### src/tcw_addr_unit.sv
// Shared cell address unit: maps a screen row through the scroll offset onto
// a physical row of the ring and forms row * COLUMNS + column, each step registered.
// No package dependencies.
`timescale 1ns / 1ps

module tcw_addr_unit #(
    parameter int COLUMNS = 80,
    parameter int ROWS    = 25
) (
    input  logic                              clk,
    input  logic                              rst_n,
    input  logic                              start,
    input  logic [$clog2(ROWS)-1:0]           row,
    input  logic [$clog2(COLUMNS+1)-1:0]      col,
    input  logic [$clog2(ROWS)-1:0]           base,
    output logic                              done,
    output logic [$clog2(ROWS*COLUMNS)-1:0]   addr
);

    localparam int RW = $clog2(ROWS);
    localparam int CW = $clog2(COLUMNS + 1);
    localparam int AW = $clog2(ROWS * COLUMNS);

    logic          req_v_reg;
    logic          phys_v_reg;
    logic          done_reg;
    logic [RW-1:0] row_reg;
    logic [CW-1:0] col_reg;
    logic [CW-1:0] col1_reg;
    logic [RW-1:0] phys_reg;
    logic [RW-1:0] phys_next;
    logic [RW:0]   row_sum;
    logic [AW-1:0] addr_reg;
    logic [AW-1:0] addr_next;

    // Wrap the screen row onto the ring: sum stays below twice ROWS
    always_comb
    begin
        row_sum = {1'b0, row_reg} + {1'b0, base};
        if (row_sum >= (RW+1)'(ROWS))
        begin
            phys_next = RW'(row_sum - (RW+1)'(ROWS));
        end
        else
        begin
            phys_next = RW'(row_sum);
        end
    end

    // Form the linear cell address
    assign addr_next = (AW'(phys_reg) * AW'(COLUMNS)) + AW'(col1_reg);

    // Stage valids
    always_ff @(posedge clk or negedge rst_n)
    begin
        if (!rst_n)
        begin
            req_v_reg  <= 1'b0;
            phys_v_reg <= 1'b0;
            done_reg   <= 1'b0;
        end
        else
        begin
            req_v_reg  <= start;
            phys_v_reg <= req_v_reg;
            done_reg   <= phys_v_reg;
        end
    end

    // Stage data
    always_ff @(posedge clk)
    begin
        if (start)
        begin
            row_reg <= row;
            col_reg <= col;
        end
        phys_reg <= phys_next;
        col1_reg <= col_reg;
        addr_reg <= addr_next;
    end

    assign done = done_reg;
    assign addr = addr_reg;

endmodule : tcw_addr_unit

### config.mk
export PLATFORM = sky130hd
export DESIGN_NAME = tcw_addr_unit
export DESIGN_NICKNAME = d
export VERILOG_FILES = /design/src/tcw_addr_unit.sv
export SDC_FILE = /design/constraint.sdc
export NUM_CORES = 1
export LEC_CHECK = 0
export ABC_AREA = 1
export CORE_MARGIN = 5
export CORE_UTILIZATION = 30
export DETAILED_ROUTE_END_ITERATION = 8
export DONT_BUFFER_PORTS = 1
export PLACE_DENSITY = 0.42
export REMOVE_ABC_BUFFERS = 1
export SLEW_MARGIN = 20
export SYNTH_ARGS = -nofsm -noshare
export SYNTH_HDL_FRONTEND = slang
export SYNTH_SLANG_ARGS = --single-unit
### constraint.sdc
create_clock -name clk -period 2.35 [get_ports clk]
set_input_delay 0.1175 -clock clk [delete_from_list [all_inputs] [get_ports clk]]
set_output_delay 0.1175 -clock clk [all_outputs]
set_load 0.1 [all_outputs]
==> impl_table.tex, run 1 <==
\begin{tabular}{lr}
\hline
Metric & Value \\
\hline
\multicolumn{2}{l}{\textbf{Floorplanning}} \\
Die Span X & 82.5 um \\
Starting density of the core & a little under a third \\
Y dimension of the die & 82.5 um \\
I/O Pins & 32 \\
Die Outline Area & a little under 7000 um\^{}2 \\
Area of the placeable core & 5110 um\^{}2 \\
Number of placement rows & 26 \\
\multicolumn{2}{l}{\textbf{CTS}} \\
Worst-Skew Late Latency & between 200 and 300 ps \\
Maximum buffer depth of the clock tree & 2 \\
TritonCTS clock tree & yes \\
CTS Buf Count & 5 \\
Root Buffer Master & sky130\_fd\_sc\_hd\_\_clkbuf\_8 \\
CTS clock-pin slew for the worst setup and hold paths & approximately 80 ps \\
Total setup buffers inserted after CTS & 0 \\
\# H-tree levels & 2 \\
CTS Sinks & 38 \\
\multicolumn{2}{l}{\textbf{STA}} \\
Endpoints failing setup & 0 \\
Relative slew slack & between 30\% and 40\% \\
Worst-margin pin slew & 941 ps \\
Max Slew Vio Count & 0 \\
Post-route minimum period & 1930 ps \\
Final critical-path share of the clock period & roughly 80\% \\
Clock skew after layout & $\sim$5.0 ps \\
Unrepaired setup endpoints after global routing & false \\
Highest clock frequency the design can meet & 519 MHz \\
Sum of negative setup slack & 0 ps \\
Worst hold margin & $\sim$71 ps \\
Final-report hold violation count & 0 \\
\multicolumn{2}{l}{\textbf{Routing}} \\
Initial drt markers & 14 \\
Total wire length & roughly 2.5 mm \\
Vias per cell & 4.28 \\
Number of optimization iterations in the first detailed-route pass & 4 \\
Post-route DRC & 0 \\
Detail Route Antenna Nets & 0 \\
Number of vias after detailed routing & 998 \\
Average wire per cell in the routed design & 10.9 um \\
\multicolumn{2}{l}{\textbf{Power and ir drop}} \\
Sequential group share of total power & 53.2\% \\
Power per cell area & 1310 nW/um\^{}2 \\
Switching fraction of total power & between 40 and 50\% \\
Proportion of power drawn by combinational gates & 23.0\% \\
Internal power & roughly 0.0015 W \\
Overall power of the completed layout & 0.00254 W \\
Static leakage & just under 0.9 nW \\
P\_sw & 0.00108 W \\
Clk network pwr share & between 20\% and 30\% \\
VDD IR max & 0.000626 V \\
\multicolumn{2}{l}{\textbf{Critical path}} \\
Category of the worst setup path launch point & flip-flop \\
Critical path buffers and inverters & 2 \\
Sequence of cells on the critical path & ha\_1 > inv\_1 > fa\_1 > ha\_1 > inv\_1 > nand3\_2 > nand3\_2 > nand2\_2 > nand2\_1 > nand2\_1 \\
WP depth & 10 \\
Arrival time worst endpoint & between 2000 and 2500 ps \\
R2r endpoint & phys\_reg[1]\$\_DFF\_P\_ \\
FF-to-FF Start & row\_reg[0]\$\_DFFE\_PP\_ \\
Required time at the endpoint of the critical path & 2530 ps \\
Longest individual stage delay on the worst path & 460 ps \\
Critical Path Sink Type & flip-flop \\
R2r setup slk & around 420 ps \\
CP Class & reg2reg \\
Critical-path cell with the highest stage delay & sky130\_fd\_sc\_hd\_\_fa\_1 \\
Family with the most delay on the worst path & adder cells \\
Crit-path max FO & 5 \\
Cell count of the worst reg-to-reg path & 10 \\
\multicolumn{2}{l}{\textbf{Finish}} \\
Share of final-layout standard cells stronger than drive strength 1 & roughly 8.6\% \\
Core occupancy in the finished layout & a little under two fifths \\
Flip-flop count of the largest register after layout & 11 \\
Area delta synth->final & 22.8\% \\
Number of diodes & 0 \\
Net total in the final layout & 201 \\
\multicolumn{2}{l}{\textbf{Global route}} \\
Global routing met1 resource utilization & 8.75\% \\
Number of antenna violations at the first check in global routing & 0 \\
Met3 global-route usage & 3.90\% \\
GRT Residual Overflow & 0 \\
Pin count of the biggest net entering global routing & 14 \\
Busiest layer in global routing & met2 \\
Met2 usage & 15.0\% \\
Global-route wire length before repair & 4.31 mm \\
All-Layer GR Usage & under 10\% \\
Vias in the first global route & 1052 \\
\multicolumn{2}{l}{\textbf{Synth}} \\
Average size of a mapped cell & 11.2 um\^{}2 \\
Post-synthesis cell count & between 100 and 150 \\
Yosys Warn Count & 0 \\
Synthesized flop and latch total & 38 \\
Post-Syn Area & 1580 um\^{}2 \\
Synth unique cells & 19 \\
Share of synthesized area occupied by flip-flops and latches & 56.8\% \\
\multicolumn{2}{l}{\textbf{Job}} \\
Max Cap Violations & 0 \\
\multicolumn{2}{l}{\textbf{Placed design}} \\
Number of port buffers & 0 \\
Weighted congestion reported at the end of routability-driven placement & 0.752 \\
Detailed placement HPWL & just over 2 mm \\
\multicolumn{2}{l}{\textbf{Min path}} \\
Class of the worst hold path & in2async \\
\multicolumn{2}{l}{\textbf{Outcome}} \\
Run status & completed \\
\hline
\end{tabular}
placed cells by master, fill, tap and decap left out, drive strengths merged:
| cell | count |
|---|---|
| dlygate4sd3 | 14 |
| nand3 | 16 |
| inv | 20 |
| nand4 | 2 |
| xnor2 | 4 |
| nand2 | 29 |
| ha | 16 |
| and3 | 1 |
| nor2 | 1 |
| edfxtp | 12 |
| o21ai | 1 |
| bufinv | 1 |
| a21oi | 4 |
| dfrtp | 3 |
| fa | 3 |
| clkbuf | 6 |
| dfxtp | 23 |
| clkinv | 2 |
| xor2 | 5 |
final cells by class:
type | count | area (um^2)
fill | 506 | 3170
sequential | 38 | 896
multi-input combinational | 82 | 603
timing repair buffer | 14 | 140
clock buffer | 6 | 93.8
tap | 70 | 87.6
inverter | 21 | 78.8
clock inverter | 2 | 38.8
metrics by stage:
stage | cell area, um^2 | setup WS (ps) | cells
CTS | 1940 | 396 | 233
detailed placement | 1670 | 405 | 211
finish | 1940 | 423 | 233
global placement | 1670 | 445 | 211
floorplan | 1580 | 582 | 141
global route | 1940 | 247 | 233
how the worst max path moves through the flow:
| stage | startpoint | endpoint | slack [ps] |
|---|---|---|---|
| after global placement | row_reg[0]$_DFFE_PP_ | phys_reg[1]$_DFF_P_ | 440 |
| after detailed placement | row_reg[0]$_DFFE_PP_ | phys_reg[0]$_DFF_P_ | 400 |
| after CTS | row_reg[0]$_DFFE_PP_ | phys_reg[0]$_DFF_P_ | 400 |
| after floorplan | row_reg[0]$_DFFE_PP_ | phys_reg[1]$_DFF_P_ | 580 |
| after global routing | row_reg[0]$_DFFE_PP_ | phys_reg[0]$_DFF_P_ | 250 |
| final | row_reg[0]$_DFFE_PP_ | phys_reg[1]$_DFF_P_ | 420 |
cells in the mapped netlist:
library cell	number	area [um^2]
sky130_fd_sc_hd__a21oi_1	4	20.0
sky130_fd_sc_hd__and3_1	1	6.26
sky130_fd_sc_hd__clkinv_1	1	3.75
sky130_fd_sc_hd__dfrtp_1	3	75.1
sky130_fd_sc_hd__dfxtp_1	23	460
sky130_fd_sc_hd__edfxtp_1	12	360
sky130_fd_sc_hd__fa_1	3	60.1
sky130_fd_sc_hd__ha_1	16	200
sky130_fd_sc_hd__inv_1	20	75.1
sky130_fd_sc_hd__nand2_1	27	101
sky130_fd_sc_hd__nand2_2	2	12.5
sky130_fd_sc_hd__nand3_1	13	65.1
sky130_fd_sc_hd__nand3_2	3	30.0
sky130_fd_sc_hd__nand4_1	2	12.5
sky130_fd_sc_hd__nor2_1	1	3.75
sky130_fd_sc_hd__o21ai_0	1	5.00
sky130_fd_sc_hd__xnor2_1	4	35.0
sky130_fd_sc_hd__xor2_1	4	35.0
sky130_fd_sc_hd__xor2_2	1	16.3
worst reg2reg max path: cells and delay by family (launching register included):
family	cells	cell delay, ps
adder cells (fa/ha/maj)	3	900
buffers and inverters	2	140
flip-flops	1	380
AND/OR/NAND/NOR	5	420
metal layers:
metal | share of wire (%) | vias up | wire, um
li1 | - | 496 | -
met3 | 7.4 | 8 | 187
met5 | 0 | - | 0
met2 | 52 | 31 | 1320
met1 | 38 | 463 | 962
met4 | 2.2 | 0 | 55
power by group through the flow:
stage / Clock (W) / Combinational (W) / Sequential (W)
floorplan: 0 / 0.000467 / 0.00135
global placement: 0 / 0.000552 / 0.00137
detailed placement: 0 / 0.000577 / 0.00137
CTS: 0.000628 / 0.000601 / 0.00136
global route: 0.000663 / 0.000692 / 0.00137
finish: 0.000605 / 0.000584 / 0.00135
cell families (layout without fill, tap and decap cells):
group,count (synthesis),count (layout),synth area share [%]
buffers and inverters,21,43,5.00
xor gates and xnor gates,9,9,5.47
and+or+nand+nor,49,49,14.7
DFF,38,38,56.8
AOI/OAI and AO/OA,5,5,1.59
adders and majority gates,19,19,16.5
repair_timing:
action,in CTS,in global routing
hold buffers,14,0
endpoints found under the hold margin,28,0
resized for setup,0,0
endpoints found under the setup margin,0,0
No activity file was read; power rests on OpenSTA's default activity.
==> run 2, diff against run 1 <==
--- a/config.mk
+++ b/config.mk
@@ -5,12 +5,12 @@
 export SDC_FILE = /design/constraint.sdc
 export NUM_CORES = 1
 export LEC_CHECK = 0
-export ABC_AREA = 1
+export ABC_AREA = 0
 export CORE_MARGIN = 5
 export CORE_UTILIZATION = 30
 export DETAILED_ROUTE_END_ITERATION = 8
 export DONT_BUFFER_PORTS = 1
-export PLACE_DENSITY = 0.42
+export PLACE_DENSITY = 0.43
 export REMOVE_ABC_BUFFERS = 1
 export SLEW_MARGIN = 20
 export SYNTH_ARGS = -nofsm -noshare
==> constraint.sdc (replaced) <==
create_clock -name clk -period 1.6 [get_ports clk]
set_input_delay 0.08 -clock clk [delete_from_list [all_inputs] [get_ports clk]]
set_output_delay 0.08 -clock clk [all_outputs]
set_load 0.1 [all_outputs]
==> run 2 against run 1 <==
The flow now finishes with violations (setup timing). Design area increased by 18%. Sequential power shrank 4%. Setup slack worse by 940 ps. First-iteration DRC count down 21%. Register-to-register slack worse by 940 ps. Power increased by 89%. Largest power group is now combinational cells.
==> impl_table.tex, run 2 <==
\begin{tabular}{lr}
\hline
Metric & Value \\
\hline
\multicolumn{2}{l}{\textbf{Outcome}} \\
Run status & finished, violations left (was completed) \\
Violations in the final reports & setup timing \\
\multicolumn{2}{l}{\textbf{Global route}} \\
All-Layer GR Usage & 8.67\% (was 8.57\%) \\
Vias in the first global route & 1044 (was 1052) \\
Global-route wire length before repair & 4.26 mm (was 4.31 mm) \\
GRT Residual Overflow & 0 (unchanged) \\
Pin count of the biggest net entering global routing & 14 (unchanged) \\
Number of antenna violations at the first check in global routing & 0 (unchanged) \\
\multicolumn{2}{l}{\textbf{Routing}} \\
Initial drt markers & 11 (was 14) \\
Met3 WL post-DR & 181 um (was 187 um) \\
Number of vias after detailed routing & 970 (was 998) \\
Wire length on met1 & 1.05 mm (was 962 um) \\
Detail Route Antenna Nets & 0 (unchanged) \\
Vias per cell & 4.04 (was 4.28) \\
Highest metal layer with signal wires & met4 (unchanged) \\
Post-route DRC & 0 (unchanged) \\
Number of optimization iterations in the first detailed-route pass & 3 (was 4) \\
Average wire per cell in the routed design & 10.4 um (was 10.9 um) \\
Total wire length & 2.50 mm (was 2.53 mm) \\
Routed length on met2 & 1.25 mm (was 1.32 mm) \\
\multicolumn{2}{l}{\textbf{STA}} \\
Worst-case setup margin in the final layout & -514 ps (was 423 ps) \\
Sum of negative setup slack & -2640 ps (was 0 ps) \\
Clock skew after layout & 3.34 ps (was 5.05 ps) \\
Unrepaired setup endpoints after global routing & true (was false) \\
Final-report hold violation count & 0 (unchanged) \\
Max Slew Vio Count & 0 (unchanged) \\
Endpoints failing setup & 8 (was 0) \\
Final critical-path share of the clock period & 132\% (was 82.0\%) \\
Worst-margin pin slew & 558 ps (was 941 ps) \\
Post-route minimum period & 2110 ps (was 1930 ps) \\
Worst hold margin & 32.8 ps (was 70.7 ps) \\
Highest clock frequency the design can meet & 473 MHz (was 519 MHz) \\
Relative slew slack & 62.7\% (was 37.2\%) \\
\multicolumn{2}{l}{\textbf{CTS}} \\
Maximum buffer depth of the clock tree & 2 (unchanged) \\
CTS clock-pin slew for the worst setup and hold paths & 80 ps (about the same) \\
\# H-tree levels & 2 (unchanged) \\
Root Buffer Master & sky130\_fd\_sc\_hd\_\_clkbuf\_8 (unchanged) \\
CTS Sinks & 38 (unchanged) \\
Worst-Skew Late Latency & 280 ps (about the same) \\
TritonCTS clock tree & yes (unchanged) \\
CTS Buf Count & 5 (unchanged) \\
\multicolumn{2}{l}{\textbf{Finish}} \\
Core occupancy in the finished layout & 47.5\% (was 37.9\%) \\
Most common cell after layout, fill and taps aside & sky130\_fd\_sc\_hd\_\_buf\_4 (was sky130\_fd\_sc\_hd\_\_nand2\_1) \\
Highest-count cells in the layout ignoring fill and taps & sky130\_fd\_sc\_hd\_\_buf\_4, sky130\_fd\_sc\_hd\_\_dfxtp\_1, sky130\_fd\_sc\_hd\_\_dlygate4sd3\_1 (was sky130\_fd\_sc\_hd\_\_nand2\_1, sky130\_fd\_sc\_hd\_\_dfxtp\_1, sky130\_fd\_sc\_hd\_\_inv\_1) \\
Share of final-layout standard cells stronger than drive strength 1 & 43.9\% (was 8.59\%) \\
Flip-flop count of the largest register after layout & 11 (unchanged) \\
Area delta synth->final & 50.9\% (was 22.8\%) \\
Net total in the final layout & 211 (was 201) \\
Fillcell total & 464 (was 506) \\
Number of diodes & 0 (unchanged) \\
\multicolumn{2}{l}{\textbf{Synth}} \\
Yosys Warn Count & 0 (unchanged) \\
Most area-consuming cells after synthesis & sky130\_fd\_sc\_hd\_\_dfxtp\_1, sky130\_fd\_sc\_hd\_\_edfxtp\_1, sky130\_fd\_sc\_hd\_\_ha\_1 (unchanged) \\
Post-synth EDFFs & 12 (unchanged) \\
Area share of the largest cell type after synthesis & 30.4\% (was 29.2\%) \\
Share of synthesized registers carrying an async set or reset & 7.89\% (unchanged) \\
Share of synthesized area occupied by flip-flops and latches & 59.1\% (was 56.8\%) \\
Post-Syn Area & 1520 um\^{}2 (was 1580 um\^{}2) \\
Most instantiated flip-flop cell in the synthesis netlist & sky130\_fd\_sc\_hd\_\_dfxtp\_1 (unchanged) \\
Synth unique cells & 24 (was 19) \\
Top post-synthesis cells by count & sky130\_fd\_sc\_hd\_\_dfxtp\_1, sky130\_fd\_sc\_hd\_\_ha\_1, sky130\_fd\_sc\_hd\_\_edfxtp\_1, sky130\_fd\_sc\_hd\_\_inv\_1, sky130\_fd\_sc\_hd\_\_xnor2\_1 (was sky130\_fd\_sc\_hd\_\_nand2\_1, sky130\_fd\_sc\_hd\_\_dfxtp\_1, sky130\_fd\_sc\_hd\_\_inv\_1, sky130\_fd\_sc\_hd\_\_ha\_1, sky130\_fd\_sc\_hd\_\_nand3\_1) \\
Count leader, synth & sky130\_fd\_sc\_hd\_\_dfxtp\_1 (was sky130\_fd\_sc\_hd\_\_nand2\_1) \\
Post-synthesis cell count & 111 (was 141) \\
Average size of a mapped cell & 13.7 um\^{}2 (was 11.2 um\^{}2) \\
Synthesized flop and latch total & 38 (unchanged) \\
Yosys top cell by area & sky130\_fd\_sc\_hd\_\_dfxtp\_1 (unchanged) \\
\multicolumn{2}{l}{\textbf{Power and ir drop}} \\
VDD IR max & 0.00112 V (was 0.000626 V) \\
Overall power of the completed layout & 0.00479 W (was 0.00254 W) \\
Power per cell area & 2100 nW/um\^{}2 (was 1310 nW/um\^{}2) \\
Static leakage & 1.00 nW (was 0.890 nW) \\
\multicolumn{2}{l}{\textbf{Floorplanning}} \\
Area of the placeable core & 4820 um\^{}2 (was 5110 um\^{}2) \\
I/O Pins & 32 (unchanged) \\
Die Span X & 81.1 um (was 82.5 um) \\
Die Outline Area & 6570 um\^{}2 (was 6810 um\^{}2) \\
Number of placement rows & 25 (was 26) \\
Starting density of the core & 31.5\% (was 30.9\%) \\
Y dimension of the die & 81.1 um (was 82.5 um) \\
\multicolumn{2}{l}{\textbf{Critical path}} \\
Required time at the endpoint of the critical path & 1820 ps (was 2530 ps) \\
Critical path buffers and inverters & 1 (was 2) \\
Category of the worst setup path launch point & flip-flop (unchanged) \\
Critical Path Sink Type & flip-flop (unchanged) \\
Arrival time worst endpoint & 2330 ps (was 2110 ps) \\
Crit-path max FO & 3 (was 5) \\
CP Class & reg2reg (unchanged) \\
Critical-path cell with the highest stage delay & sky130\_fd\_sc\_hd\_\_fa\_2 (was sky130\_fd\_sc\_hd\_\_fa\_1) \\
Sequence of cells on the critical path & ha\_2 > inv\_2 > fa\_2 > ha\_2 > nand2b\_1 > or2\_4 > a31oi\_4 > nand2b\_1 > xnor2\_1 (was ha\_1 > inv\_1 > fa\_1 > ha\_1 > inv\_1 > nand3\_2 > nand3\_2 > nand2\_2 > nand2\_1 > nand2\_1) \\
Longest individual stage delay on the worst path & 540 ps (was 460 ps) \\
Family with the most delay on the worst path & adder cells (unchanged) \\
\multicolumn{2}{l}{\textbf{Min path}} \\
Class of the worst hold path & in2async (unchanged) \\
\multicolumn{2}{l}{\textbf{Placed design}} \\
Number of port buffers & 0 (unchanged) \\
Detailed placement HPWL & 1.79 mm (was 2.06 mm) \\
Worst slack at placement & -485 ps (was 405 ps) \\
Weighted congestion reported at the end of routability-driven placement & 0.735 (was 0.752) \\
\multicolumn{2}{l}{\textbf{Job}} \\
Max Cap Violations & 0 (unchanged) \\
\hline
\end{tabular}
-- run 2: changes by cell type after synthesis, sizes merged, moves of 2 or more --
cell / change
nand4: -2
nand3: -16
xnor2: +5
xor2: -2
a21o: +4
nand2b: +3
o21ai: +4
nand2: -27
inv: -11
a21oi: +2
nor2: +4
-- run 2: final timing paths --
| kind | from | endpoint | slack, ps | cells past startpoint |
|---|---|---|---|---|
| setup / recovery | row_reg[0]$_DFFE_PP_ | phys_reg[2]$_DFF_P_ | -510 | 9 |
| hold / removal | rst_n | phys_v_reg$_DFF_PN0_ | 30 | 1 |
| setup reg to reg | row_reg[0]$_DFFE_PP_ | phys_reg[2]$_DFF_P_ | -510 | 9 |
| hold reg to reg | col1_reg[2]$_DFF_P_ | addr[2]$_DFF_P_ | 330 | 0 |
| max in group asynchronous | rst_n | done$_DFF_PN0_ | 1430 | 1 |
| min in group clk | base[0] | phys_reg[0]$_DFF_P_ | 170 | 3 |
-- run 2: per-layer routing --
layer  global-route usage [%]  vias to the layer above
met3                     3.88                        5
li1                         -                      498
met2                     15.1                       24
met4                     4.56                        0
met5                        0                        -
met1                     8.64                      443
-- run 2: metrics by stage --
| stage | area (um^2) | instances |
|---|---|---|
| floorplan | 1520 | 111 |
| global placement | 1840 | 210 |
| detailed placement | 1840 | 210 |
| CTS | 2210 | 236 |
| global route | 2290 | 240 |
| finish | 2290 | 240 |
-- run 2: area by class of cell --
| cell class | instances | area, um^2 | share of cell area [%] |
|---|---|---|---|
| clock buffer | 6 | 93.8 | 4.10 |
| clock inverter | 2 | 38.8 | 1.70 |
| inverter | 9 | 33.8 | 1.48 |
| multi-input combinational | 64 | 689 | 30.1 |
| sequential | 38 | 900 | 39.3 |
| tap | 67 | 83.8 | 3.67 |
| timing repair buffer | 54 | 448 | 19.6 |
-- run 2: worst reg2reg max path: cells and delay by family (launching register included) --
| family | cells | cell delay [ps] |
|---|---|---|
| fa+ha+maj | 3 | 900 |
| simple gates | 3 | 470 |
| flops | 1 | 330 |
| compound gates | 1 | 190 |
| xor+xnor | 1 | 100 |
| buf+inv | 1 | 40 |
-- run 2: what timing repair did --
action | in CTS | in global routing
buffers inserted | 5 | 5
setup endpoints to repair | 8 | 9
resized for setup | 17 | 15
hold endpoints to repair | 28 | 0
hold buffers | 14 | 0
pin swaps | 10 | 10
-- run 2: cell families after synthesis --
family                   synth area share [%]
buffers and inverters                    2.23
flip-flops                               59.1
XOR/XNOR                                 7.43
multiplexers                            0.661
AO/OA/AOI/OAI                            8.59
adder cells (fa/ha/maj)                  17.2
AND/OR/NAND/NOR                          4.79
-- run 2: where the power goes --
part           leakage, nW  total (W)  switching [W]  internal [W]
sequential           0.347    0.00129      0.0000720       0.00122
combinational        0.587    0.00261        0.00146       0.00115
clock               0.0665   0.000901       0.000339      0.000562
total                 1.00    0.00479        0.00187       0.00292
==> run 3, diff against run 2 <==
--- a/config.mk
+++ b/config.mk
@@ -10,6 +10,7 @@
 export CORE_UTILIZATION = 30
 export DETAILED_ROUTE_END_ITERATION = 8
 export DONT_BUFFER_PORTS = 1
+export GPL_TIMING_DRIVEN = 0
 export PLACE_DENSITY = 0.43
 export REMOVE_ABC_BUFFERS = 1
 export SLEW_MARGIN = 20
==> run 3 against run 2 <==
The flow still finishes with violations (setup timing). Count of clock-buffer cells in the layout is 1 lower. Critical path depth stayed put. Final cell count is 15% lower. Design area is 12% lower. Die area stayed put. Routed wire length is 3.7% lower. Worst hold slack worse by 1.2 ps. Sequential cell count stayed put. Power is 12% lower. Register-to-register slack better by 20 ps. Largest cell class unchanged. Largest power group is now sequential cells.
==> impl_table.tex, run 3 (synthesis results as in run 2) <==
\begin{tabular}{lr}
\hline
Metric & Value \\
\hline
\multicolumn{2}{l}{\textbf{Outcome}} \\
Run status & finished, violations left (unchanged) \\
Violations in the final reports & setup timing (unchanged) \\
\multicolumn{2}{l}{\textbf{CTS}} \\
CTS Sinks & 38 (unchanged) \\
CTS Buf Count & 5 (unchanged) \\
TritonCTS clock tree & yes (unchanged) \\
CTS clock-pin slew for the worst setup and hold paths & 80 ps (about the same) \\
\# H-tree levels & 2 (unchanged) \\
Root Buffer Master & sky130\_fd\_sc\_hd\_\_clkbuf\_8 (unchanged) \\
Worst-Skew Late Latency & 290 ps (was 280 ps) \\
Maximum buffer depth of the clock tree & 2 (unchanged) \\
\multicolumn{2}{l}{\textbf{Critical path}} \\
Category of the worst setup path launch point & flip-flop (unchanged) \\
Arrival time worst endpoint & 2310 ps (was 2330 ps) \\
Crit-path max FO & 3 (unchanged) \\
R2r setup slk & -490 ps (was -510 ps) \\
FF-to-FF Start & row\_reg[0]\$\_DFFE\_PP\_ (unchanged) \\
Required time at the endpoint of the critical path & 1820 ps (about the same) \\
Cell count of the worst reg-to-reg path & 9 (unchanged) \\
Critical Path Source & row\_reg[0]\$\_DFFE\_PP\_ (unchanged) \\
Longest individual stage delay on the worst path & 550 ps (was 540 ps) \\
Capture point of the worst path & phys\_reg[2]\$\_DFF\_P\_ (unchanged) \\
Sequence of cells on the critical path & ha\_2 > inv\_2 > fa\_2 > ha\_2 > nand2b\_1 > or2\_4 > a31oi\_4 > nand2b\_1 > xnor2\_1 (unchanged) \\
Critical Path Sink Type & flip-flop (unchanged) \\
CP Class & reg2reg (unchanged) \\
R2r endpoint & phys\_reg[2]\$\_DFF\_P\_ (unchanged) \\
Critical-path cell with the highest stage delay & sky130\_fd\_sc\_hd\_\_fa\_2 (unchanged) \\
\multicolumn{2}{l}{\textbf{Global route}} \\
GRT Residual Overflow & 0 (unchanged) \\
Pin count of the biggest net entering global routing & 14 (unchanged) \\
Vias in the first global route & 946 (was 1044) \\
Global-route wire length before repair & 4.07 mm (was 4.26 mm) \\
All-Layer GR Usage & 8.48\% (was 8.67\%) \\
Number of antenna violations at the first check in global routing & 0 (unchanged) \\
\multicolumn{2}{l}{\textbf{Finish}} \\
Highest-count cells in the layout ignoring fill and taps & sky130\_fd\_sc\_hd\_\_dfxtp\_1, sky130\_fd\_sc\_hd\_\_dlygate4sd3\_1, sky130\_fd\_sc\_hd\_\_ha\_1, sky130\_fd\_sc\_hd\_\_edfxtp\_1 (was sky130\_fd\_sc\_hd\_\_buf\_4, sky130\_fd\_sc\_hd\_\_dfxtp\_1, sky130\_fd\_sc\_hd\_\_dlygate4sd3\_1) \\
Flip-flop count of the largest register after layout & 11 (unchanged) \\
Most common cell after layout, fill and taps aside & sky130\_fd\_sc\_hd\_\_dfxtp\_1 (was sky130\_fd\_sc\_hd\_\_buf\_4) \\
Number of diodes & 0 (unchanged) \\
Post-Layout Inst Area & 2010 um\^{}2 (was 2290 um\^{}2) \\
Net total in the final layout & 176 (was 211) \\
Core occupancy in the finished layout & 41.8\% (was 47.5\%) \\
Area delta synth->final & 32.9\% (was 50.9\%) \\
Share of final-layout standard cells stronger than drive strength 1 & 23.9\% (was 43.9\%) \\
Sequential cell area in the final layout & 897 um\^{}2 (was 900 um\^{}2) \\
Post-route insts no fill & 205 (was 240) \\
Fillcell total & 451 (was 464) \\
Multi-input gate area in the final layout & 683 um\^{}2 (was 689 um\^{}2) \\
\multicolumn{2}{l}{\textbf{Routing}} \\
Detail Route Antenna Nets & 0 (unchanged) \\
Number of optimization iterations in the first detailed-route pass & 3 (unchanged) \\
Post-route DRC & 0 (unchanged) \\
Number of vias after detailed routing & 847 (was 970) \\
Total wire length & 2.41 mm (was 2.50 mm) \\
Vias per cell & 4.13 (was 4.04) \\
Initial drt markers & 17 (was 11) \\
Average wire per cell in the routed design & 11.8 um (was 10.4 um) \\
\multicolumn{2}{l}{\textbf{Floorplanning}} \\
Number of placement rows & 25 (unchanged) \\
I/O Pins & 32 (unchanged) \\
Die Span X & 81.1 um (unchanged) \\
Y dimension of the die & 81.1 um (unchanged) \\
Starting density of the core & 31.5\% (unchanged) \\
Area of the placeable core & 4820 um\^{}2 (unchanged) \\
Die Outline Area & 6570 um\^{}2 (unchanged) \\
\multicolumn{2}{l}{\textbf{STA}} \\
Max Slew Vio Count & 0 (unchanged) \\
Final critical-path share of the clock period & 131\% (was 132\%) \\
Post-route minimum period & 2090 ps (was 2110 ps) \\
Clock skew after layout & 6.71 ps (was 3.34 ps) \\
Worst-case setup margin in the final layout & -494 ps (was -514 ps) \\
Final-report hold violation count & 0 (unchanged) \\
Highest clock frequency the design can meet & 477 MHz (was 473 MHz) \\
Relative slew slack & 35.8\% (was 62.7\%) \\
Worst-margin pin slew & 961 ps (was 558 ps) \\
Unrepaired setup endpoints after global routing & true (unchanged) \\
Endpoints failing setup & 7 (was 8) \\
\multicolumn{2}{l}{\textbf{Power and ir drop}} \\
Clk network pwr share & 22.8\% (was 18.8\%) \\
Overall power of the completed layout & 0.00423 W (was 0.00479 W) \\
Proportion of power drawn by combinational gates & 28.8\% (was 54.4\%) \\
Internal power & 0.00249 W (was 0.00292 W) \\
P\_sw & 0.00174 W (was 0.00187 W) \\
Switching fraction of total power & 41.1\% (was 39.0\%) \\
VDD IR max & 0.000751 V (was 0.00112 V) \\
Power per cell area & 2100 nW/um\^{}2 (about the same) \\
Static leakage & 0.832 nW (was 1.00 nW) \\
Sequential group share of total power & 48.4\% (was 26.8\%) \\
\multicolumn{2}{l}{\textbf{Placed design}} \\
Number of port buffers & 0 (unchanged) \\
Weighted congestion reported at the end of routability-driven placement & 0.697 (was 0.735) \\
Placed cells & 178 (was 210) \\
Worst slack at placement & -528 ps (was -485 ps) \\
Detailed placement HPWL & 1.73 mm (was 1.79 mm) \\
Placed cell area & 1600 um\^{}2 (was 1840 um\^{}2) \\
\multicolumn{2}{l}{\textbf{Job}} \\
Max Cap Violations & 0 (unchanged) \\
\multicolumn{2}{l}{\textbf{Min path}} \\
Class of the worst hold path & in2async (unchanged) \\
\hline
\end{tabular}
==> run 3: cell count changes in the layout (fill, tap and decap cells not counted), moves of 2 or more <==
cell / change
sky130_fd_sc_hd__buf_6: -2
sky130_fd_sc_hd__dfxtp_2: -2
sky130_fd_sc_hd__o21ai_0: +2
sky130_fd_sc_hd__buf_4: -33
sky130_fd_sc_hd__dfxtp_1: +2
sky130_fd_sc_hd__o21ai_1: -2
==> run 3: worst max-delay path: cells and delay by family, from the launching register on <==
kind | cells | cell delay (ps)
compound gates | 1 | 180
xor+xnor | 1 | 110
fa+ha+maj | 3 | 910
buf+inv | 1 | 40
flops | 1 | 340
simple gates | 3 | 460
==> run 3: worst min-delay path by stage <==
stage                from                   to  slack [ps]  cells past startpoint
finish              rst_n  req_v_reg$_DFF_PN0_          30                      1
global route        rst_n  req_v_reg$_DFF_PN0_          20                      1
CTS                 rst_n  req_v_reg$_DFF_PN0_          20                      1
detailed placement  rst_n       done$_DFF_PN0_        -220                      0
global placement    rst_n  req_v_reg$_DFF_PN0_        -220                      0
floorplan           rst_n       done$_DFF_PN0_        -220                      0
==> run 3: area by class of cell <==
class                           count  area share, %
Inverter                            9           1.68
Clock buffer                        5           3.42
Sequential cell                    38           44.6
Clock inverter                      3           3.42
Tap cell                           67           4.16
Multi-Input combinational cell     64           33.9
Timing Repair Buffer               19           8.83
==> run 3: power groups by stage <==
stage | sequential, W | combinational, W | clock (W)
after floorplan | 0.00203 | 0.000772 | 0
after global placement | 0.00206 | 0.000895 | 0
after detailed placement | 0.00206 | 0.000917 | 0
after CTS | 0.00205 | 0.00114 | 0.000994
after global routing | 0.00207 | 0.00137 | 0.00105
final | 0.00204 | 0.00122 | 0.000965
==> run 3: repair_timing <==
item,4_1_cts,5_1_grt
setup endpoints to repair,8,8
buffers inserted,5,2
cloned,0,0
hold buffers,14,0
gates resized for setup,13,8
hold endpoints to repair,28,0
pin swaps,5,3
==> run 3: metal layers <==
metal,wire (um),global-route usage [%]
met1,1000,8.27
met4,44,4.56
met3,229,5.32
met5,0,0
met2,1140,13.8
==> run 3: stage by stage <==
stage	setup TNS (ps)	hold WS (ps)
3_3_place_gp	-2670	-216
3_5_place_dp	-2940	-216
5_1_grt	-3200	16.0
2_1_floorplan	-1870	-216
6_report	-2460	31.6
4_1_cts	-2660	16.4
